`config.mk`:
```
export PLATFORM = sky130hd
export DESIGN_NAME = string_compare_predicates
export DESIGN_NICKNAME = d
export VERILOG_FILES = /design/src/rtl/scp_pkg.sv /design/src/rtl/scp_step.sv /design/src/rtl/scp_decide.sv /design/src/rtl/string_compare_predicates.sv
export SDC_FILE = /design/constraint.sdc
export NUM_CORES = 1
export LEC_CHECK = 0
export BUFFER_PORTS_ARGS = -buffer_cell sky130_fd_sc_hd__buf_2
export CORE_MARGIN = 2
export CORE_UTILIZATION = 35
export CTS_BUF_LIST = sky130_fd_sc_hd__clkbuf_4
export DETAILED_ROUTE_END_ITERATION = 6
export PLACE_DENSITY = 0.61
export SLEW_MARGIN = 20
export SYNTH_ARGS = -nofsm -noshare
export SYNTH_HDL_FRONTEND = slang
export SYNTH_HIERARCHICAL = 1
export SYNTH_SLANG_ARGS = --single-unit
export TNS_END_PERCENT = 20
```
`constraint.sdc`:
```
create_clock -name clk -period 3.64 [get_ports clk]
set_clock_uncertainty 0.1 [all_clocks]
set_input_delay 0.182 -clock clk [delete_from_list [all_inputs] [get_ports clk]]
set_output_delay 0.182 -clock clk [all_outputs]
set_load 0.005 [all_outputs]
```
`src/rtl/scp_pkg.sv`:
```
package scp_pkg;

    localparam int BYTE_W    = 8;
    localparam int OP_W      = 3;
    localparam int VERDICT_W = 2;
    localparam int S_DATA_W  = 24;
    localparam int M_DATA_W  = 8;

    typedef enum logic [OP_W-1:0] {
        OP_LIKE  = 3'd0,
        OP_RLIKE = 3'd1,
        OP_SAME  = 3'd2,
        OP_RSAME = 3'd3,
        OP_LT    = 3'd4,
        OP_LTEQ  = 3'd5,
        OP_GT    = 3'd6,
        OP_GTEQ  = 3'd7
    } op_t;

    typedef enum logic [1:0] {
        DIFF_NONE  = 2'd0,
        DIFF_BELOW = 2'd1,
        DIFF_ABOVE = 2'd2,
        DIFF_RSVD  = 2'd3
    } diff_t;

    localparam logic [VERDICT_W-1:0] VERDICT_TRUE_1  = 2'd0;
    localparam logic [VERDICT_W-1:0] VERDICT_TRUE_2  = 2'd1;
    localparam logic [VERDICT_W-1:0] VERDICT_FALSE_1 = 2'd2;
    localparam logic [VERDICT_W-1:0] VERDICT_FALSE_2 = 2'd3;

    typedef struct packed {
        diff_t first_difference;
        logic  a_ended;
        logic  b_ended;
    } scp_state_t;

    function automatic logic [BYTE_W-1:0] fold_byte(input logic [BYTE_W-1:0] c);
        if (c >= 8'h41 && c <= 8'h5A)
        begin
            return c + 8'h20;
        end
        return c;
    endfunction

endpackage

```
`src/rtl/scp_step.sv`:
```
module scp_step (
    input  logic                       clk,
    input  logic                       rst_n,
    input  logic                       advance,
    input  scp_pkg::op_t               op,
    input  logic [scp_pkg::BYTE_W-1:0] byte_a,
    input  logic                       a_present,
    input  logic [scp_pkg::BYTE_W-1:0] byte_b,
    input  logic                       b_present,
    input  logic                       last,
    output scp_pkg::scp_state_t        state_next
);
    import scp_pkg::*;

    scp_state_t         state_reg;
    logic               fold_en;
    logic [BYTE_W-1:0]  ca;
    logic [BYTE_W-1:0]  cb;

    assign fold_en = (op == OP_LIKE) || (op == OP_RLIKE) || (op == OP_SAME)
                     || (op == OP_RSAME);
    assign ca = fold_en ? fold_byte(byte_a) : byte_a;
    assign cb = fold_en ? fold_byte(byte_b) : byte_b;

    always_comb
    begin
        state_next = state_reg;
        if (!state_reg.a_ended && !state_reg.b_ended)
        begin
            if (a_present && b_present)
            begin
                if (state_reg.first_difference == DIFF_NONE)
                begin
                    if (ca < cb)
                    begin
                        state_next.first_difference = DIFF_BELOW;
                    end
                    else if (ca > cb)
                    begin
                        state_next.first_difference = DIFF_ABOVE;
                    end
                end
            end
            else
            begin
                state_next.a_ended = !a_present;
                state_next.b_ended = !b_present;
            end
        end
    end

    always_ff @(posedge clk or negedge rst_n)
    begin
        if (!rst_n)
        begin
            state_reg <= '0;
        end
        else if (advance)
        begin
            state_reg <= last ? scp_state_t'('0) : state_next;
        end
    end

endmodule

```
`src/rtl/scp_decide.sv`:
```
module scp_decide (
    input  scp_pkg::op_t                  op,
    input  scp_pkg::scp_state_t           st,
    output logic [scp_pkg::VERDICT_W-1:0] verdict
);
    import scp_pkg::*;

    logic a_short;
    logic b_short;
    logic diff_seen;
    logic below;
    logic above;
    logic equal;

    assign a_short   = st.a_ended && !st.b_ended;
    assign b_short   = st.b_ended && !st.a_ended;
    assign diff_seen = st.first_difference != DIFF_NONE;
    assign below     = (st.first_difference == DIFF_BELOW)
                       || (!diff_seen && a_short);
    assign above     = (st.first_difference == DIFF_ABOVE)
                       || (!diff_seen && b_short);
    assign equal     = !below && !above;

    always_comb
    begin
        unique case (op)
            OP_LIKE:  verdict = a_short ? VERDICT_FALSE_1
                              : (diff_seen ? VERDICT_FALSE_2 : VERDICT_TRUE_1);
            OP_RLIKE: verdict = b_short ? VERDICT_TRUE_1
                              : (diff_seen ? VERDICT_TRUE_2 : VERDICT_FALSE_1);
            OP_SAME:  verdict = equal ? VERDICT_TRUE_1
                              : (below ? VERDICT_FALSE_1 : VERDICT_FALSE_2);
            OP_RSAME: verdict = equal ? VERDICT_FALSE_1
                              : (below ? VERDICT_TRUE_1 : VERDICT_TRUE_2);
            OP_LT:    verdict = below ? VERDICT_TRUE_1 : VERDICT_FALSE_1;
            OP_LTEQ:  verdict = (below || equal) ? VERDICT_TRUE_1 : VERDICT_FALSE_1;
            OP_GT:    verdict = above ? VERDICT_TRUE_1 : VERDICT_FALSE_1;
            OP_GTEQ:  verdict = (above || equal) ? VERDICT_TRUE_1 : VERDICT_FALSE_1;
            default:  verdict = VERDICT_FALSE_1;
        endcase
    end

endmodule

```
`src/rtl/string_compare_predicates.sv`:
```
// String compare predicates.
// Slave stream: one beat per string position. s_tdata carries byte_a, a_present,
// byte_b, b_present; s_tlast marks the final position of a comparison.
// Master stream: one beat per comparison, carrying the 2-bit verdict for the
// operator in force when the final position is processed.
// Config channel: cfg_data sets the 3-bit operator; write only while idle.
// Throughput: one beat per cycle unless a last beat waits on the result
// register, set by a single compare and state update between the input
// register and the result register. A last beat moves from the input register
// to the result register, which drives m_tvalid, once that register is free.
// Reset clears the operator to LIKE, the compare state and both valid flags.
// A stall on m_tready holds the verdict; non-last beats keep flowing until a
// second last beat waits in the input register, then s_tready drops.
module string_compare_predicates (
    input  logic                           clk,
    input  logic                           rst_n,
    input  logic                           s_tvalid,
    output logic                           s_tready,
    // [7:0] byte_a, [8] a_present, [16:9] byte_b, [17] b_present, [23:18] zero
    input  logic [scp_pkg::S_DATA_W-1:0]   s_tdata,
    input  logic                           s_tlast,
    output logic                           m_tvalid,
    input  logic                           m_tready,
    // [1:0] verdict, [7:2] zero
    output logic [scp_pkg::M_DATA_W-1:0]   m_tdata,
    input  logic                           cfg_valid,
    output logic                           cfg_ready,
    input  logic [scp_pkg::OP_W-1:0]       cfg_data
);
    import scp_pkg::*;

    op_t                   op_reg;
    logic                  in_valid_reg;
    logic [BYTE_W-1:0]     byte_a_reg;
    logic                  a_present_reg;
    logic [BYTE_W-1:0]     byte_b_reg;
    logic                  b_present_reg;
    logic                  last_reg;
    logic                  out_valid_reg;
    logic [VERDICT_W-1:0]  verdict_reg;

    logic                  out_free;
    logic                  advance;
    logic                  s_accept;
    scp_state_t            state_next;
    logic [VERDICT_W-1:0]  verdict_next;

    assign cfg_ready = 1'b1;
    assign out_free  = !out_valid_reg || m_tready;
    assign advance   = in_valid_reg && (!last_reg || out_free);
    assign s_tready  = !in_valid_reg || advance;
    assign s_accept  = s_tvalid && s_tready;
    assign m_tvalid  = out_valid_reg;
    assign m_tdata   = {{(M_DATA_W-VERDICT_W){1'b0}}, verdict_reg};

    scp_step u_step (
        .clk        (clk),
        .rst_n      (rst_n),
        .advance    (advance),
        .op         (op_reg),
        .byte_a     (byte_a_reg),
        .a_present  (a_present_reg),
        .byte_b     (byte_b_reg),
        .b_present  (b_present_reg),
        .last       (last_reg),
        .state_next (state_next)
    );

    scp_decide u_decide (
        .op      (op_reg),
        .st      (state_next),
        .verdict (verdict_next)
    );

    always_ff @(posedge clk or negedge rst_n)
    begin
        if (!rst_n)
        begin
            op_reg <= OP_LIKE;
        end
        else if (cfg_valid && cfg_ready)
        begin
            op_reg <= op_t'(cfg_data);
        end
    end

    always_ff @(posedge clk or negedge rst_n)
    begin
        if (!rst_n)
        begin
            in_valid_reg  <= 1'b0;
            out_valid_reg <= 1'b0;
        end
        else
        begin
            if (s_accept)
            begin
                in_valid_reg <= 1'b1;
            end
            else if (advance)
            begin
                in_valid_reg <= 1'b0;
            end
            if (advance && last_reg)
            begin
                out_valid_reg <= 1'b1;
            end
            else if (m_tready)
            begin
                out_valid_reg <= 1'b0;
            end
        end
    end

    // Hold payload until the next accepted beat.
    always_ff @(posedge clk)
    begin
        if (s_accept)
        begin
            byte_a_reg    <= s_tdata[7:0];
            a_present_reg <= s_tdata[8];
            byte_b_reg    <= s_tdata[16:9];
            b_present_reg <= s_tdata[17];
            last_reg      <= s_tlast;
        end
        if (advance && last_reg)
        begin
            verdict_reg <= verdict_next;
        end
    end

endmodule

```
==> results list <==
* Run status: finished clean
- For this run the aggregate overflow at the end of global routing stands at 0.
- After detailed routing, the average wire length per cell comes to 12.62 um.
* Post-Route Setup TNS: 0 ps
- Synthesized netlist cell count: 143
- The tree is rooted in a sky130_fd_sc_hd__clkbuf_4.
- Internal power of the cells: 0.5704 mW
- Along the worst hold path, the cell count comes to 2.
- The clock reaches the later pin of the worst-skew pair after 330 ps.
- Among all stages on the critical path, the largest delay is contributed by sky130_fd_sc_hd__or4_1.
* Required time of the worst setup path: 3630 ps
- The critical path goes through or4_1 > o22ai_2 > nor4_1 > or2_1 > ha_1 > a21oi_1 > o21ai_2 > nor3_2 > o21bai_4 > nor2_2 > nor2_1 > a211o_1 > a32o_2.
- Across the VDD grid, the largest voltage drop is 203.9 uV.
* Data arrival time of the worst path: 3470 ps
- Kind of start point of the critical path: register
- Clock-pin slew was measured on the worst setup and hold paths at 100 ps.
- For this design the static power due to leakage is 0.9857 nW.
- Net count reported at finish: 248
* Number of H-tree levels: 2
- Fraction of final layout cells with drive strength greater than 1: 0.2621
* Std-Cell Rows: 25
- Net Switching: 0.2276 mW
* Layout Area Growth over Synthesis: 31.69%
- Of the total power, registers draw 0.528.
- Proportion of total power due to net switching: 0.2852
- The first global-routing pass estimated 5.526 mm of wire.
- The final count of pins violating max slew came to 0.
- Power per standard cell area: 362.8 nW/um^2
- The critical path is of the reg2reg type.
* Horizontal extent of the die: 73.08 um
* Kind of end point of the critical path: register
- In the routed layout, each cell is associated on average with a via count of 4.927.
* Worst stage delay on the critical path: 540 ps
- For this design the top-level I/O count stands at 44.
* Final instance area: 2200 sq um
- The congestion estimate from routability-driven global placement came to 0.7632.
- Synthesized flop and latch total: 30
- Dpl cell area: 1877 sq um
- Subtracting the final worst setup slack from the clock period gives 3475 ps.
- For this run, the number of Yosys warnings is 6.
- The initial utilization of the core area, before any placement, comes to 0.3584.
- Area of the multi-input gates: 780.7 sq um
- Port Buffers: 30
* Post-synthesis async set-or-reset flop share: 0.3000
* CTS sink count: 30
* # Post-CTS Setup Buffers: 0
* Combinational share of power: 0.249
* Max-slew headroom: 0.6543
- For the pin with the worst max-slew slack, the measured transition is 517.5 ps.
- After synthesis, the netlist uses 45 different library cells.
- CORE AREA: 4661 sq um
- Before antenna repair, the detailed router went through 5 iterations.
- Final setup violation count: 0
- Max clock buf depth: 2
* Final Cycle Share: 0.9547
- The average instance in the mapped netlist occupies 11.68 sq um.
- The number of antenna diodes in the final layout is 0.
- Maximum fanout along the worst path: 6
* Most used flip-flop cell after synthesis: sky130_fd_sc_hd__edfxtp_1
- TritonCTS built the clock tree.
- Wires add up to 3.280 mm.
- Timing would allow up to 287.8 MHz.
- In this run, the number of DRC markers left after iteration 0 of detailed routing was 86.
* Aggregate global-route resource usage: 0.1368
- DRC violations left: 0
- Proportion of synthesized chip area in sequential cells: 0.5124
- The floorplan step set the die height to 73.08 um.
- CTS Buf Count: 5
- The synthesized netlist occupies a cell area of 1670 sq um.
- Setup slack of the critical path after layout: 165.0 ps
- Registers take 855.8 sq um.
- Entering global routing, the biggest net connects 20 pins.
- Hold Path Class: in2reg
* Post-route antenna net violation count: 0
- Max Cap Viol: 0
- Initial antenna violation count: 0
* Share of power burned in the clock network: 0.223
- Once detailed placement completed, the half-perimeter wirelength came to 2.349 mm.
- Number of synthesized flops with an enable pin: 21
- Gate family responsible for the most delay along the worst path: simple AND/OR/NAND/NOR gates
* Final hold violation count: 0
- Setup repair after global routing left no endpoint under its margin.
* Depth of the worst register-to-register path: 13
* Post-placement worst setup slack: 6.852 ps
- Worst path bufs/invs: 0
- Cell depth of the worst setup path: 13
- Die area: 5341 sq um
- Via count of the first global-routing pass: 1325
* Number of fill cells in the layout: 421
- Total number of vias: 1281
worst paths after layout:
check | slack [ps] | from | to
min reg2reg | 470 | u_step/state_reg[2] | u_step/state_reg[2]
min | 30 | cfg_valid | op_reg[2]
min in group asynchronous | 120 | rst_n | op_reg[0]
max reg2reg | 170 | byte_a_reg[4] | verdict_reg[1]
max in group asynchronous | 3110 | rst_n | u_step/state_reg[1]
max | 170 | byte_a_reg[4] | verdict_reg[1]
synthesized netlist by cell type, types with 2 or more instances:
cell type                  number  area [sq um]
sky130_fd_sc_hd__nor3_1         3         15.01
sky130_fd_sc_hd__conb_1         2         7.510
sky130_fd_sc_hd__nand2b_1       5         31.28
sky130_fd_sc_hd__dfrtp_1        9         225.2
sky130_fd_sc_hd__nand2_1        7         26.28
sky130_fd_sc_hd__buf_4          8         60.06
sky130_fd_sc_hd__and4_1         2         17.52
sky130_fd_sc_hd__nand3b_1       2         15.01
sky130_fd_sc_hd__edfxtp_1      21         630.6
sky130_fd_sc_hd__inv_1          7         26.28
sky130_fd_sc_hd__a21oi_1       11         55.05
sky130_fd_sc_hd__a21o_1         2         15.01
sky130_fd_sc_hd__xnor2_1        2         17.52
sky130_fd_sc_hd__ha_1          10         125.1
sky130_fd_sc_hd__nor2_1        10         37.54
sky130_fd_sc_hd__a211o_1        2         17.52
sky130_fd_sc_hd__o21ai_0        3         15.01
sky130_fd_sc_hd__mux2_2         3         33.78
sky130_fd_sc_hd__o211a_1        4         40.04
sky130_fd_sc_hd__o21bai_1       3         22.52
sky130_fd_sc_hd__nor2b_1        2         12.51
sky130_fd_sc_hd__a211oi_1       2         15.01
final cells by class:
class | count | area share
Sequential cell | 30 | 0.3891
Clock buffer | 5 | 0.01706
Tap cell | 54 | 0.03072
Inverter | 7 | 0.01195
Timing Repair Buffer | 58 | 0.1911
Clock inverter | 3 | 0.005119
Multi-Input combinational cell | 103 | 0.3549
layer usage:
layer | up-vias | part of all wire | GRT usage
li1 | 649 | - | -
met1 | 597 | 0.40 | 0.1435
met2 | 30 | 0.54 | 0.2482
met3 | 5 | 0.042 | 0.04144
met4 | 0 | 0.019 | 0.06173
met5 | - | 0 | 0
repair_timing:
action	in CTS	in global routing
hold buffers	24	0
gates resized for setup	2	8
gates cloned	0	0
setup endpoints to repair	1	1
hold endpoints to repair	32	0
cells in the final DEF (no fill, tap or decap), types with 3 or more instances in the layout:
| cell | synthesis | routed |
|---|---|---|
| sky130_fd_sc_hd__a21oi_1 | 11 | 10 |
| sky130_fd_sc_hd__buf_2 | 0 | 30 |
| sky130_fd_sc_hd__buf_4 | 8 | 4 |
| sky130_fd_sc_hd__clkbuf_4 | 0 | 5 |
| sky130_fd_sc_hd__clkinv_1 | 0 | 3 |
| sky130_fd_sc_hd__conb_1 | 2 | 7 |
| sky130_fd_sc_hd__dfrtp_1 | 9 | 9 |
| sky130_fd_sc_hd__dlygate4sd3_1 | 0 | 24 |
| sky130_fd_sc_hd__edfxtp_1 | 21 | 21 |
| sky130_fd_sc_hd__ha_1 | 10 | 10 |
| sky130_fd_sc_hd__inv_1 | 7 | 7 |
| sky130_fd_sc_hd__mux2_2 | 3 | 3 |
| sky130_fd_sc_hd__nand2_1 | 7 | 7 |
| sky130_fd_sc_hd__nand2b_1 | 5 | 5 |
| sky130_fd_sc_hd__nor2_1 | 10 | 9 |
| sky130_fd_sc_hd__o211a_1 | 4 | 4 |
through the flow:
| stage | util | hold WS (ps) | std cells | power [mW] |
|---|---|---|---|---|
| 4_1_cts | 0.4655 | 34.29 | 260 | 0.8002 |
| 3_5_place_dp | 0.4027 | -48.79 | 228 | 0.5973 |
| 5_1_grt | 0.4719 | 20.36 | 260 | 0.8506 |
| 3_3_place_gp | 0.4027 | -52.71 | 228 | 0.5865 |
| 6_report | 0.4719 | 33.77 | 260 | 0.7980 |
| 2_1_floorplan | - | -213.6 | 148 | 0.5491 |
power groups by stage:
stage,Combinational (mW),Sequential [mW],Clock [mW]
2_1_floorplan,0.128,0.421,0
3_3_place_gp,0.160,0.427,0
3_5_place_dp,0.168,0.429,0
4_1_cts,0.192,0.422,0.187
5_1_grt,0.223,0.426,0.202
6_report,0.199,0.422,0.178
cells by family (layout without fill, tap and decap cells):
group | count (synthesis) | after routing | share of synthesized area
and+or+nand+nor | 42 | 42 | 0.1536
adders and majority gates | 10 | 10 | 0.07491
xor gates and xnor gates | 2 | 2 | 0.01049
AOI/OAI and AO/OA | 37 | 37 | 0.1596
other | 2 | 7 | 0.004496
muxes | 5 | 5 | 0.03296
DFF | 30 | 30 | 0.5124
buffers and inverters | 15 | 73 | 0.05169
Note: power is estimated with default switching activity, not from simulation.
